File: src/rtl/rfc_pkg.sv
`timescale 1ns / 1ps
// shared constants, types and helpers of the reader frame checker
package rfc_pkg;

  localparam int BYTE_W    = 8;
  localparam int STATUS_W  = 3;
  localparam int HEX_W     = 7;
  localparam int EPC_BYTES = 12;
  localparam int POS_W     = 5;
  localparam int CHAR_W    = 5;
  localparam int Q_DEPTH   = 2;
  localparam int Q_PTR_W   = 1;
  localparam int Q_CNT_W   = 2;

  localparam logic [BYTE_W-1:0] HDR_VAL  = 8'haa;
  localparam logic [BYTE_W-1:0] TYPE_VAL = 8'h02;
  localparam logic [BYTE_W-1:0] CMD_VAL  = 8'h22;
  localparam logic [BYTE_W-1:0] END_VAL  = 8'h8e;

  localparam logic [POS_W-1:0] POS_HDR   = 5'd0;
  localparam logic [POS_W-1:0] POS_TYPE  = 5'd1;
  localparam logic [POS_W-1:0] POS_CMD   = 5'd2;
  localparam logic [POS_W-1:0] EPC_FIRST = 5'd8;
  localparam logic [POS_W-1:0] EPC_END   = 5'd20;
  localparam logic [POS_W-1:0] SUM_POS   = 5'd22;
  localparam logic [POS_W-1:0] END_POS   = 5'd23;

  localparam logic [CHAR_W-1:0] CHAR_LAST = 5'd23;

  localparam logic [STATUS_W-1:0] ST_OK   = 3'd0;
  localparam logic [STATUS_W-1:0] ST_HDR  = 3'd1;
  localparam logic [STATUS_W-1:0] ST_TYPE = 3'd2;
  localparam logic [STATUS_W-1:0] ST_CMD  = 3'd3;
  localparam logic [STATUS_W-1:0] ST_SUM  = 3'd4;
  localparam logic [STATUS_W-1:0] ST_END  = 3'd5;

  typedef logic [EPC_BYTES-1:0][BYTE_W-1:0] epc_t;

  typedef struct packed {
    logic [STATUS_W-1:0] status;
    epc_t                epc;
  } job_t;

  typedef struct packed {
    logic empty;
    logic full;
  } q_stat_t;

  function automatic logic [HEX_W-1:0] nib_to_ascii(input logic [3:0] v);
    logic [HEX_W-1:0] r;
    if (v < 4'd10) begin
      r = 7'd48 + {3'b000, v};
    end else begin
      r = 7'd87 + {3'b000, v};
    end
    return r;
  endfunction

endpackage

File: src/rtl/rfc_byte_if.sv
`timescale 1ns / 1ps
// input channel: one frame byte per transfer
interface rfc_byte_if;
  logic                       valid;
  logic                       ready;
  logic [rfc_pkg::BYTE_W-1:0] frame_byte;
  logic                       first_byte;

  modport source (output valid, frame_byte, first_byte, input ready);
  modport sink (input valid, frame_byte, first_byte, output ready);
endinterface

File: src/rtl/rfc_res_if.sv
`timescale 1ns / 1ps
// output channel: one result character per transfer
interface rfc_res_if;
  logic                         valid;
  logic                         ready;
  logic [rfc_pkg::STATUS_W-1:0] status;
  logic [rfc_pkg::HEX_W-1:0]    hex_char;
  logic                         last;

  modport source (output valid, status, hex_char, last, input ready);
  modport sink (input valid, status, hex_char, last, output ready);
endinterface

File: src/rtl/rfc_front.sv
`timescale 1ns / 1ps
// front end: frame position tracking, header and checksum checks, epc capture
module rfc_front (
  input  logic             clk,
  input  logic             rst,
  rfc_byte_if.sink         byte_in,
  input  rfc_pkg::q_stat_t q_stat,
  output logic             push,
  output rfc_pkg::job_t    job
);
  import rfc_pkg::*;

  logic [POS_W-1:0]    pos;
  logic [BYTE_W-1:0]   sum;
  logic [STATUS_W-1:0] err;
  logic                in_frame;
  epc_t                epc;

  logic                accept;
  logic                active;
  logic [POS_W-1:0]    p;
  logic [BYTE_W-1:0]   sum_cur;
  logic [STATUS_W-1:0] err_cur;
  logic [STATUS_W-1:0] code;
  logic [STATUS_W-1:0] err_next;
  logic [POS_W-1:0]    epc_off;
  logic [BYTE_W-1:0]   b;

  // hold off only a closing byte that would find the queue full
  assign byte_in.ready = !(in_frame && (pos == END_POS) && q_stat.full);
  assign accept = byte_in.valid && byte_in.ready;
  assign b      = byte_in.frame_byte;

  always_comb begin
    active  = byte_in.first_byte || in_frame;
    p       = byte_in.first_byte ? POS_HDR : pos;
    sum_cur = byte_in.first_byte ? '0 : sum;
    err_cur = byte_in.first_byte ? ST_OK : err;
    epc_off = p - EPC_FIRST;
    code    = ST_OK;
    if (p == POS_HDR && b != HDR_VAL) begin
      code = ST_HDR;
    end else if (p == POS_TYPE && b != TYPE_VAL) begin
      code = ST_TYPE;
    end else if (p == POS_CMD && b != CMD_VAL) begin
      code = ST_CMD;
    end else if (p == SUM_POS && b != sum_cur) begin
      code = ST_SUM;
    end else if (p == END_POS && b != END_VAL) begin
      code = ST_END;
    end
    err_next = (err_cur != ST_OK) ? err_cur : code;
  end

  assign push       = accept && active && (p == END_POS);
  assign job.status = err_next;
  assign job.epc    = epc;

  always_ff @(posedge clk) begin
    if (rst) begin
      pos      <= '0;
      sum      <= '0;
      err      <= ST_OK;
      in_frame <= 1'b0;
    end else if (accept && active) begin
      err <= err_next;
      if (p >= POS_TYPE && p < SUM_POS) begin
        sum <= sum_cur + b;
      end else begin
        sum <= sum_cur;
      end
      if (p == END_POS) begin
        pos      <= '0;
        in_frame <= 1'b0;
      end else begin
        pos      <= p + 5'd1;
        in_frame <= 1'b1;
      end
    end
  end

  always_ff @(posedge clk) begin
    if (accept && active && p >= EPC_FIRST && p < EPC_END) begin
      epc[epc_off[3:0]] <= b;
    end
  end

  a_idle_pos: assert property (@(posedge clk) disable iff (rst) !in_frame |-> pos == '0)
    else $error("position not cleared outside a frame");
  a_push_room: assert property (@(posedge clk) disable iff (rst) push |-> !q_stat.full)
    else $error("frame result pushed into a full queue");

endmodule

File: src/rtl/rfc_queue.sv
`timescale 1ns / 1ps
// two-entry queue of finished frames between front and back end
module rfc_queue (
  input  logic             clk,
  input  logic             rst,
  input  logic             push,
  input  rfc_pkg::job_t    job_in,
  input  logic             pop,
  output rfc_pkg::job_t    head,
  output rfc_pkg::q_stat_t q_stat
);
  import rfc_pkg::*;

  job_t               mem [Q_DEPTH];
  logic [Q_PTR_W-1:0] wr_ptr;
  logic [Q_PTR_W-1:0] rd_ptr;
  logic [Q_CNT_W-1:0] count;

  assign head         = mem[rd_ptr];
  assign q_stat.empty = (count == '0);
  assign q_stat.full  = (count == Q_CNT_W'(Q_DEPTH));

  always_ff @(posedge clk) begin
    if (rst) begin
      wr_ptr <= '0;
      rd_ptr <= '0;
      count  <= '0;
    end else begin
      if (push) begin
        wr_ptr <= wr_ptr + 1'b1;
      end
      if (pop) begin
        rd_ptr <= rd_ptr + 1'b1;
      end
      case ({push, pop})
        2'b10:   count <= count + 1'b1;
        2'b01:   count <= count - 1'b1;
        default: count <= count;
      endcase
    end
  end

  always_ff @(posedge clk) begin
    if (push) begin
      mem[wr_ptr] <= job_in;
    end
  end

  a_count_max: assert property (@(posedge clk) disable iff (rst)
    count <= Q_CNT_W'(Q_DEPTH))
    else $error("queue count overflow");
  a_pop_nonempty: assert property (@(posedge clk) disable iff (rst) pop |-> count != '0)
    else $error("pop from empty queue");

endmodule

File: src/rtl/rfc_back.sv
`timescale 1ns / 1ps
// back end: turns a finished frame into an error result or 24 hex characters
module rfc_back (
  input  logic             clk,
  input  logic             rst,
  input  rfc_pkg::q_stat_t q_stat,
  input  rfc_pkg::job_t    head,
  output logic             pop,
  rfc_res_if.source        res_out
);
  import rfc_pkg::*;

  logic [CHAR_W-1:0]   idx;
  logic                out_valid;
  logic [STATUS_W-1:0] out_status;
  logic [HEX_W-1:0]    out_hex;
  logic                out_last;

  logic                load;
  logic                is_err;
  logic [BYTE_W-1:0]   cur_byte;
  logic [3:0]          nib;

  assign load     = !q_stat.empty && (!out_valid || res_out.ready);
  assign is_err   = head.status != ST_OK;
  assign cur_byte = head.epc[idx[CHAR_W-1:1]];
  // high nibble on even characters
  assign nib      = idx[0] ? cur_byte[3:0] : cur_byte[7:4];
  assign pop      = load && (is_err || idx == CHAR_LAST);

  assign res_out.valid    = out_valid;
  assign res_out.status   = out_status;
  assign res_out.hex_char = out_hex;
  assign res_out.last     = out_last;

  always_ff @(posedge clk) begin
    if (rst) begin
      out_valid <= 1'b0;
      idx       <= '0;
    end else begin
      if (load) begin
        out_valid <= 1'b1;
        idx       <= pop ? '0 : idx + 1'b1;
      end else if (res_out.ready) begin
        out_valid <= 1'b0;
      end
    end
  end

  always_ff @(posedge clk) begin
    if (load) begin
      out_status <= head.status;
      out_hex    <= is_err ? '0 : nib_to_ascii(nib);
      out_last   <= pop;
    end
  end

  a_err_last: assert property (@(posedge clk) disable iff (rst)
    out_valid && out_status != ST_OK |-> out_last && out_hex == '0)
    else $error("error result not a single last transfer");
  a_mid_frame: assert property (@(posedge clk) disable iff (rst)
    idx != '0 |-> !q_stat.empty && !is_err)
    else $error("character count running without a good frame");

endmodule

File: src/rtl/reader_frame_check_hex_epc.sv
`timescale 1ns / 1ps
// reader frame checker: 24-byte response frames in, error code or epc hex characters out
// first result: queued, then registered at the output once the closing byte is transferred
// throughput: one byte per cycle in, one result per cycle out while the sink is ready;
// a good frame yields 24 characters, and a closing byte waits only while two frames queue
// reset: synchronous active-high rst closes any open frame and empties the queue
module reader_frame_check_hex_epc (
  input logic       clk,
  input logic       rst,
  rfc_byte_if.sink  byte_in,
  rfc_res_if.source res_out
);
  import rfc_pkg::*;

  q_stat_t q_stat;
  logic    push;
  logic    pop;
  job_t    job;
  job_t    head;

  rfc_front u_front (
    .clk     (clk),
    .rst     (rst),
    .byte_in (byte_in),
    .q_stat  (q_stat),
    .push    (push),
    .job     (job)
  );

  rfc_queue u_queue (
    .clk    (clk),
    .rst    (rst),
    .push   (push),
    .job_in (job),
    .pop    (pop),
    .head   (head),
    .q_stat (q_stat)
  );

  rfc_back u_back (
    .clk     (clk),
    .rst     (rst),
    .q_stat  (q_stat),
    .head    (head),
    .pop     (pop),
    .res_out (res_out)
  );

endmodule

File: src/flat_wrapper.sv
// flat-port wrapper written by rule: the top's interface ports become plain ports
module reader_frame_check_hex_epc_flat import rfc_pkg::*;
  (clk, rst, byte_in_valid, byte_in_frame_byte, byte_in_first_byte, byte_in_ready, res_out_valid, res_out_status, res_out_hex_char, res_out_last, res_out_ready);
  rfc_byte_if byte_in_i ();
  rfc_res_if res_out_i ();
  input logic clk;
  input logic rst;
  input wire logic [$bits(byte_in_i.valid)-1:0] byte_in_valid;
  input wire logic [$bits(byte_in_i.frame_byte)-1:0] byte_in_frame_byte;
  input wire logic [$bits(byte_in_i.first_byte)-1:0] byte_in_first_byte;
  output wire logic [$bits(byte_in_i.ready)-1:0] byte_in_ready;
  output wire logic [$bits(res_out_i.valid)-1:0] res_out_valid;
  output wire logic [$bits(res_out_i.status)-1:0] res_out_status;
  output wire logic [$bits(res_out_i.hex_char)-1:0] res_out_hex_char;
  output wire logic [$bits(res_out_i.last)-1:0] res_out_last;
  input wire logic [$bits(res_out_i.ready)-1:0] res_out_ready;
  assign byte_in_i.valid = byte_in_valid;
  assign byte_in_i.frame_byte = byte_in_frame_byte;
  assign byte_in_i.first_byte = byte_in_first_byte;
  assign byte_in_ready = byte_in_i.ready;
  assign res_out_valid = res_out_i.valid;
  assign res_out_status = res_out_i.status;
  assign res_out_hex_char = res_out_i.hex_char;
  assign res_out_last = res_out_i.last;
  assign res_out_i.ready = res_out_ready;
  reader_frame_check_hex_epc u_core (.clk(clk), .rst(rst), .byte_in(byte_in_i), .res_out(res_out_i));
endmodule
File: config.mk
export PLATFORM = sky130hd
export DESIGN_NAME = reader_frame_check_hex_epc_flat
export DESIGN_NICKNAME = d
export VERILOG_FILES = /design/src/rtl/rfc_pkg.sv /design/src/rtl/rfc_byte_if.sv /design/src/rtl/rfc_res_if.sv /design/src/rtl/rfc_front.sv /design/src/rtl/rfc_queue.sv /design/src/rtl/rfc_back.sv /design/src/rtl/reader_frame_check_hex_epc.sv /design/src/flat_wrapper.sv
export SDC_FILE = /design/constraint.sdc
export NUM_CORES = 1
export LEC_CHECK = 0
export ABC_AREA = 1
export BUFFER_PORTS_ARGS = -buffer_cell sky130_fd_sc_hd__buf_2
export CAP_MARGIN = 20
export CORE_UTILIZATION = 24
export DETAILED_ROUTE_END_ITERATION = 8
export PLACE_DENSITY = 0.37
export SLEW_MARGIN = 0
export SYNTH_ARGS = -nofsm -noshare
export SYNTH_HDL_FRONTEND = slang
export SYNTH_SLANG_ARGS = --single-unit
File: constraint.sdc
create_clock -name clk -period 6.3 [get_ports clk]
set_clock_uncertainty 0.05 [all_clocks]
set_input_delay 1.26 -clock clk [delete_from_list [all_inputs] [get_ports clk]]
set_output_delay 1.26 -clock clk [all_outputs]
set_load 0.02 [all_outputs]
After elaboration in Yosys (flattened, before gate mapping)
Memories as Yosys holds them, arrays and structs flattened. A register that Yosys moved wholly into a read port is not among the register bits. Cells that the tools add are included.

Word-level logic and storage cells: 112. Bits in registers: 134. Output and inout port bits: 13. Memories: 1. Memory bits (writable): 198.

Memories: u_core.u_queue.mem (depth 2, width 99, rd ports 1, clocked after Yosys merged registers in 1, write ports 1, RTL line rfc_queue.sv:14) `job_t mem [Q_DEPTH];`.

$add $sub $neg: 10. Magnitude comparators: 8. Multiplexer cells: 27. Reductions and logical operators: 28. Equal/unequal tests: 14.

Operators by type and width (number): 96-bit bitwise mux (1); 8-bit binary-select mux with 4-bit select (1); 8-bit demux with 4-bit select (1); 8-bit 2-to-1 mux (4); 3-bit 2-to-1 mux (7); 5-bit == test (second input constant) (4); 1-bit logical AND (16); 8-bit inequality test (second input constant) (2); 5-bit 2-to-1 mux (3); 5-bit by 1-bit adder with 5-bit output (second input constant) (2); 4-bit by 5-bit less-than comparator with 1-bit output (second input constant) (2); 5-bit less-than comparator (second input constant) (2); 8-bit adder (1); 8-bit by 2-bit inequality test with 1-bit output (second input constant) (1); 8-bit by 6-bit inequality test with 1-bit output (second input constant) (1); 8-bit inequality test (1); 6-bit by 4-bit adder with 7-bit output (first input constant) (1); 7-bit by 4-bit adder with 7-bit output (first input constant) (1); 1-bit 2-to-1 mux (7); 7-bit 2-to-1 mux (1); 3-bit nonzero test (2); 5-bit by 1-bit == test with 1-bit output (second input constant) (1); 5-bit by 2-bit == test with 1-bit output (second input constant) (1); 5-bit by 1-bit greater-or-equal comparator with 1-bit output (second input constant) (1); other kinds (16) (23).

Logic depth before layout (Yosys ltp)
Word-level depth: 9. Gate-level depth with buffers: 19.

By module
From an unflattened synthesis, not the netlist that was laid out.

Cells, all modules: 1016. Area, all modules: 13769.5 µm².

By module, submodules not included: rfc_queue (sequential area each 6045.8 µm², cells each 341, area an instance 7397.1 µm², times used 1); rfc_front (sequential area each 3223.1 µm², cells each 362, area an instance 4509.3 µm², times used 1); rfc_back (sequential area each 450.4 µm², cells each 313, area an instance 1863.0 µm², times used 1).

Least setup slack after synthesis
OpenSTA, ideal clock, no wires.

Kind: input to register. Start: input byte_in_first_byte. End: memory u_core.u_queue.mem[1][0] (netlist bit) (enable). Setup time: 559 ps. Stages: 8. Arrival time: 6216 ps. Buffers on the path: 1. Setup slack: -525 ps. Data required time: 5691 ps. Path through: buf_4 > nor2_4 > nand3_1 > nor2_1 > nand2_1 > nor2_1 > inv_1 > nor2_1.

Cells in the longest elaborated chain, start to end: 5. Elaborated cells on any way between the ends: 7.

Ends and longest elaborated chain: from (decl) (RTL line flat_wrapper.sv:10) `input wire logic [$bits(byte_in_i.first_byte)-1:0] byte_in_first_byte;`; 5-bit 2-to-1 mux or 1-bit logical OR (tied branches) (RTL line rfc_front.sv:36, rfc_front.sv:35); 5-bit == test or 1-bit logical AND (tied branches) (RTL line rfc_front.sv:55) `assign push = accept && active && (p == END_POS);`; 1-bit logical AND (*) (RTL line rfc_front.sv:55); 1-bit 2-to-1 mux (*) (RTL line rfc_queue.sv:44) `if (push) begin`; 1-bit 2-to-1 mux (implied by the code) (*) (RTL line rfc_queue.sv:45) `mem[wr_ptr] <= job_in;`; to (decl) (RTL line rfc_queue.sv:14).

Mark *: on every way between the ends. The rest lies on a longest branch, timed or not.

==> impl_metrics.csv <==
group,metric,value,unit
place,portBuffers,25,
sta,clock.fmax,290,MHz
cts,cts_max_level,2,
sta,finalSetupTns,0,ns
sta,setup_viol,0,
synthesis,syn-cell-area,13300,sq um
power,power.density,354,nW/um^2
floorplan,die_x,238,um
route,drtPass1Iterations,5,
floorplan,start_util,24.2,%
cts,cts-resized-gates,0,
global_routing,gr-total-overflow,0,
final_layout,nets,1145,
synthesis,syn_nets,1112,
worst_setup_path,cpPeakStageDelay,0.67,ns
route,routedWlPerCell,18.3,um
cts,cts_made_buffers,40,
floorplan,die_h,238,um
worst_setup_path,endpoint_kind,"flop",
final_layout,drive_gt1_share,10.6,%
cts,cts_num_sinks,333,
power,design_power_total,5.48,mW
synthesis,synth_seq_cells,333,
worst_setup_path,worst-r2r-cell-count,12,
hold_path,min_to,"u_core.u_queue.mem[1][48]",
synthesis,synth_top_area_share,68.7,%
status,status,"completed",
worst_setup_path,critical_path_required,6.73,ns
sta,tightest_slew,1.01,ns
hold_path,holdPathStages,0,
route,drtIter0Drc,515,
power,leakagePower,5.34,nW
place,dp_hpwl,20.0,mm
cts,clkLatencyLatePin,0.55,ns
synthesis,synth_area_leaders,"edfxtp_1 69%, nand2_1 6.7%, dfxtp_1 4.2%",
route,drcViolationCount,0,
cts,holdBufCountCts,0,
global_routing,grt_pass1_vias,7849,
sta,whs,0.387,ns
synthesis,yosys_warnings,0,
cts,postCtsSetupRepairBufs,0,
worst_setup_path,worstPathArrival,3.88,ns
final_layout,area_delta_synth_final,16.0,%
worst_setup_path,cp_cell_sequence,"inv_6, or2_1, o21ai_1, nand3_1, a31oi_2, nor2_2, ha_1, inv_1, nand2_1, nor2_1, o21ai_0, a21oi_1",
synthesis,ys_seq_area_share,72.9,%
worst_setup_path,r2r_end,"u_core.u_queue.count[1]",
hold_path,min_path_type,"flop to flop",
place,place_area,14200,sq um
sta,rsz0062_at_grt,"false",
floorplan,core,55000,sq um
global_routing,grt_first_pass_wirelength,51.8,mm
cts,cts_tree,"yes",
global_routing,groute.usage.overall,12.4,%
cts,clk_pin_slew,0.06,ns
floorplan,io_pins,26,
sta,relSlewSlack,32.4,%
route,vias_per_cell,4.14,
cts,clock_path_buffers,3,
worst_setup_path,rrSetupSlack,2.85,ns
route,routed_wl,34.8,mm
run,maxCapViolCount,0,
worst_setup_path,path_depth,12,
power,ir_drop,0.000178,V
final_layout,antenna_cells,0,
route,ant_nets,0,
worst_setup_path,slowest_stage,"dfxtp_4",
synthesis,synth_top_area_cell,"edfxtp_1",
cts,cts-root-buf,"clkbuf_16",
sta,period_share,54.8,%
worst_setup_path,critPathKind,"flop to flop",
sta,period_minus_slack,3.45,ns
synthesis,syn_area_per_cell,12.3,sq um
hold_path,hp-start,"u_core.u_front.job[48]",
floorplan,die_area,56500,sq um
worst_setup_path,crit_path_start_kind,"flop",
final_layout,fin_area,15500,sq um
floorplan,row_count,86,
global_routing,grt_max_degree,100,
worst_setup_path,critPathMaxFanout,99,
sta,drv_slew,0,
place,gp_congestion,0.779,
sta,hold_violations,0,
synthesis,synth.distinct_cells,41,
global_routing,antenna_found_initial,0,
route,vias,7870,
synthesis,synthCells,1086,
worst_setup_path,worst-path-buf-inv,2,
worst_setup_path,critical-path-top-delay-family,"simple AND/OR/NAND/NOR gates",
## report_power, final
part | total, mW | switching (mW) | internal (mW)
Sequential | 2.49 | 0.0553 | 2.44
Combinational | 0.720 | 0.527 | 0.193
Clock | 2.27 | 0.912 | 1.35
Total | 5.48 | 1.49 | 3.98
## placed cells by master, fill, tap and decap left out, drive strengths merged, types with 2 or more instances in the layout
master | synthesis | layout
edfxtp | 305 | 305
nand2 | 240 | 240
nor2 | 114 | 114
nand3 | 112 | 112
inv | 73 | 75
o21ai | 64 | 64
clkbuf | 5 | 51
a21oi | 38 | 38
buf | 40 | 36
dfxtp | 28 | 28
clkinv | 1 | 16
ha | 12 | 12
o211ai | 11 | 11
nand4 | 7 | 7
or2 | 6 | 6
xor2 | 5 | 5
nor3 | 5 | 5
o22ai | 4 | 4
o31ai | 3 | 3
xnor2 | 3 | 3
clkinvlp | 0 | 3
bufinv | 0 | 3
o21bai | 2 | 2
a31oi | 2 | 2
## worst reg2reg max path: stages, from the launching register on
cell and delay, ns:
dfxtp_4 0.67, inv_6 0.46, or2_1 0.47, o21ai_1 0.23, nand3_1 0.24, a31oi_2 0.28, nor2_2 0.15, ha_1 0.34
inv_1 0.09, nand2_1 0.05, nor2_1 0.12, o21ai_0 0.09, a21oi_1 0.14
## cells by family (layout without fill, tap and decap cells)
family / after synthesis / after routing / share of synthesized area, %
buffers and inverters: 119 / 184 / 4.65
DFF: 333 / 333 / 72.9
and+or+nand+nor: 485 / 485 / 15.2
AOI/OAI and AO/OA: 128 / 128 / 5.44
xor gates and xnor gates: 8 / 8 / 0.526
adders and majority gates: 13 / 13 / 1.28
## per-layer routing
metal	share of wire [%]	track usage, %	vias up
met5	0	0	-
met1	49	17.1	3849
met4	2.0	3.73	0
met2	47	20.1	111
li1	-	-	3870
met3	2.7	1.90	40
## synthesized netlist by cell type, drive strengths merged
cell / n
edfxtp: 305
nand2: 240
nor2: 114
nand3: 112
inv: 73
o21ai: 64
buf: 40
a21oi: 38
dfxtp: 28
ha: 12
o211ai: 11
nand4: 7
or2: 6
clkbuf: 5
nor3: 5
xor2: 5
o22ai: 4
o31ai: 3
xnor2: 3
a31oi: 2
o21bai: 2
a211oi: 1
a21o: 1
a221oi: 1
a2bb2oi: 1
clkinv: 1
fa: 1
nor4: 1
## registers in the layout, indices dropped and copies added, names as in the netlist, named ones only
name,cells
u_core.u_front.sum,8
u_core.u_front.pos,5
u_core.u_queue.mem,198
u_core.u_queue.rd_ptr,1
u_core.u_front.in_frame,1
u_core.u_queue.wr_ptr,1
u_core.u_back.res_out.hex_char,7
u_core.u_back.idx,5
u_core.u_back.res_out.status,3
u_core.u_back.res_out.valid,1
u_core.u_back.res_out.last,1
u_core.u_front.err,3
u_core.u_queue.count,2
u_core.u_front.job,96
## worst max path at each step
stage,startpoint,to,slack (ns)
global route,flop,u_core.u_queue.count[1],2.54
global placement,byte_in_first_byte,u_core.u_queue.mem[1][68],2.31
floorplan,byte_in_first_byte,u_core.u_queue.mem[1][0],1.15
detailed placement,byte_in_first_byte,u_core.u_queue.mem[1][64],2.26
CTS,flop,u_core.u_queue.count[1],2.78
finish,flop,u_core.u_queue.count[1],2.85
## stage by stage
stage / setup slack, ns / util (%) / instances
2_1_floorplan: 1.15 / - / 1086
3_3_place_gp: 2.31 / 25.8 / 1825
3_5_place_dp: 2.26 / 25.8 / 1825
4_1_cts: 2.78 / 28.1 / 1899
5_1_grt: 2.54 / 28.1 / 1899
6_report: 2.85 / 28.1 / 1899
## cell type report
type                    count  area, sq um
clock buffers              51         1090
inverters                  74          283
multi-input cells         634         3010
clock inverters            23          198
well taps                 748          936
repair buffers             36          220
fillers                  5711        39500
flip-flops and latches    333         9720
Note: power is estimated with default switching activity, not from simulation.
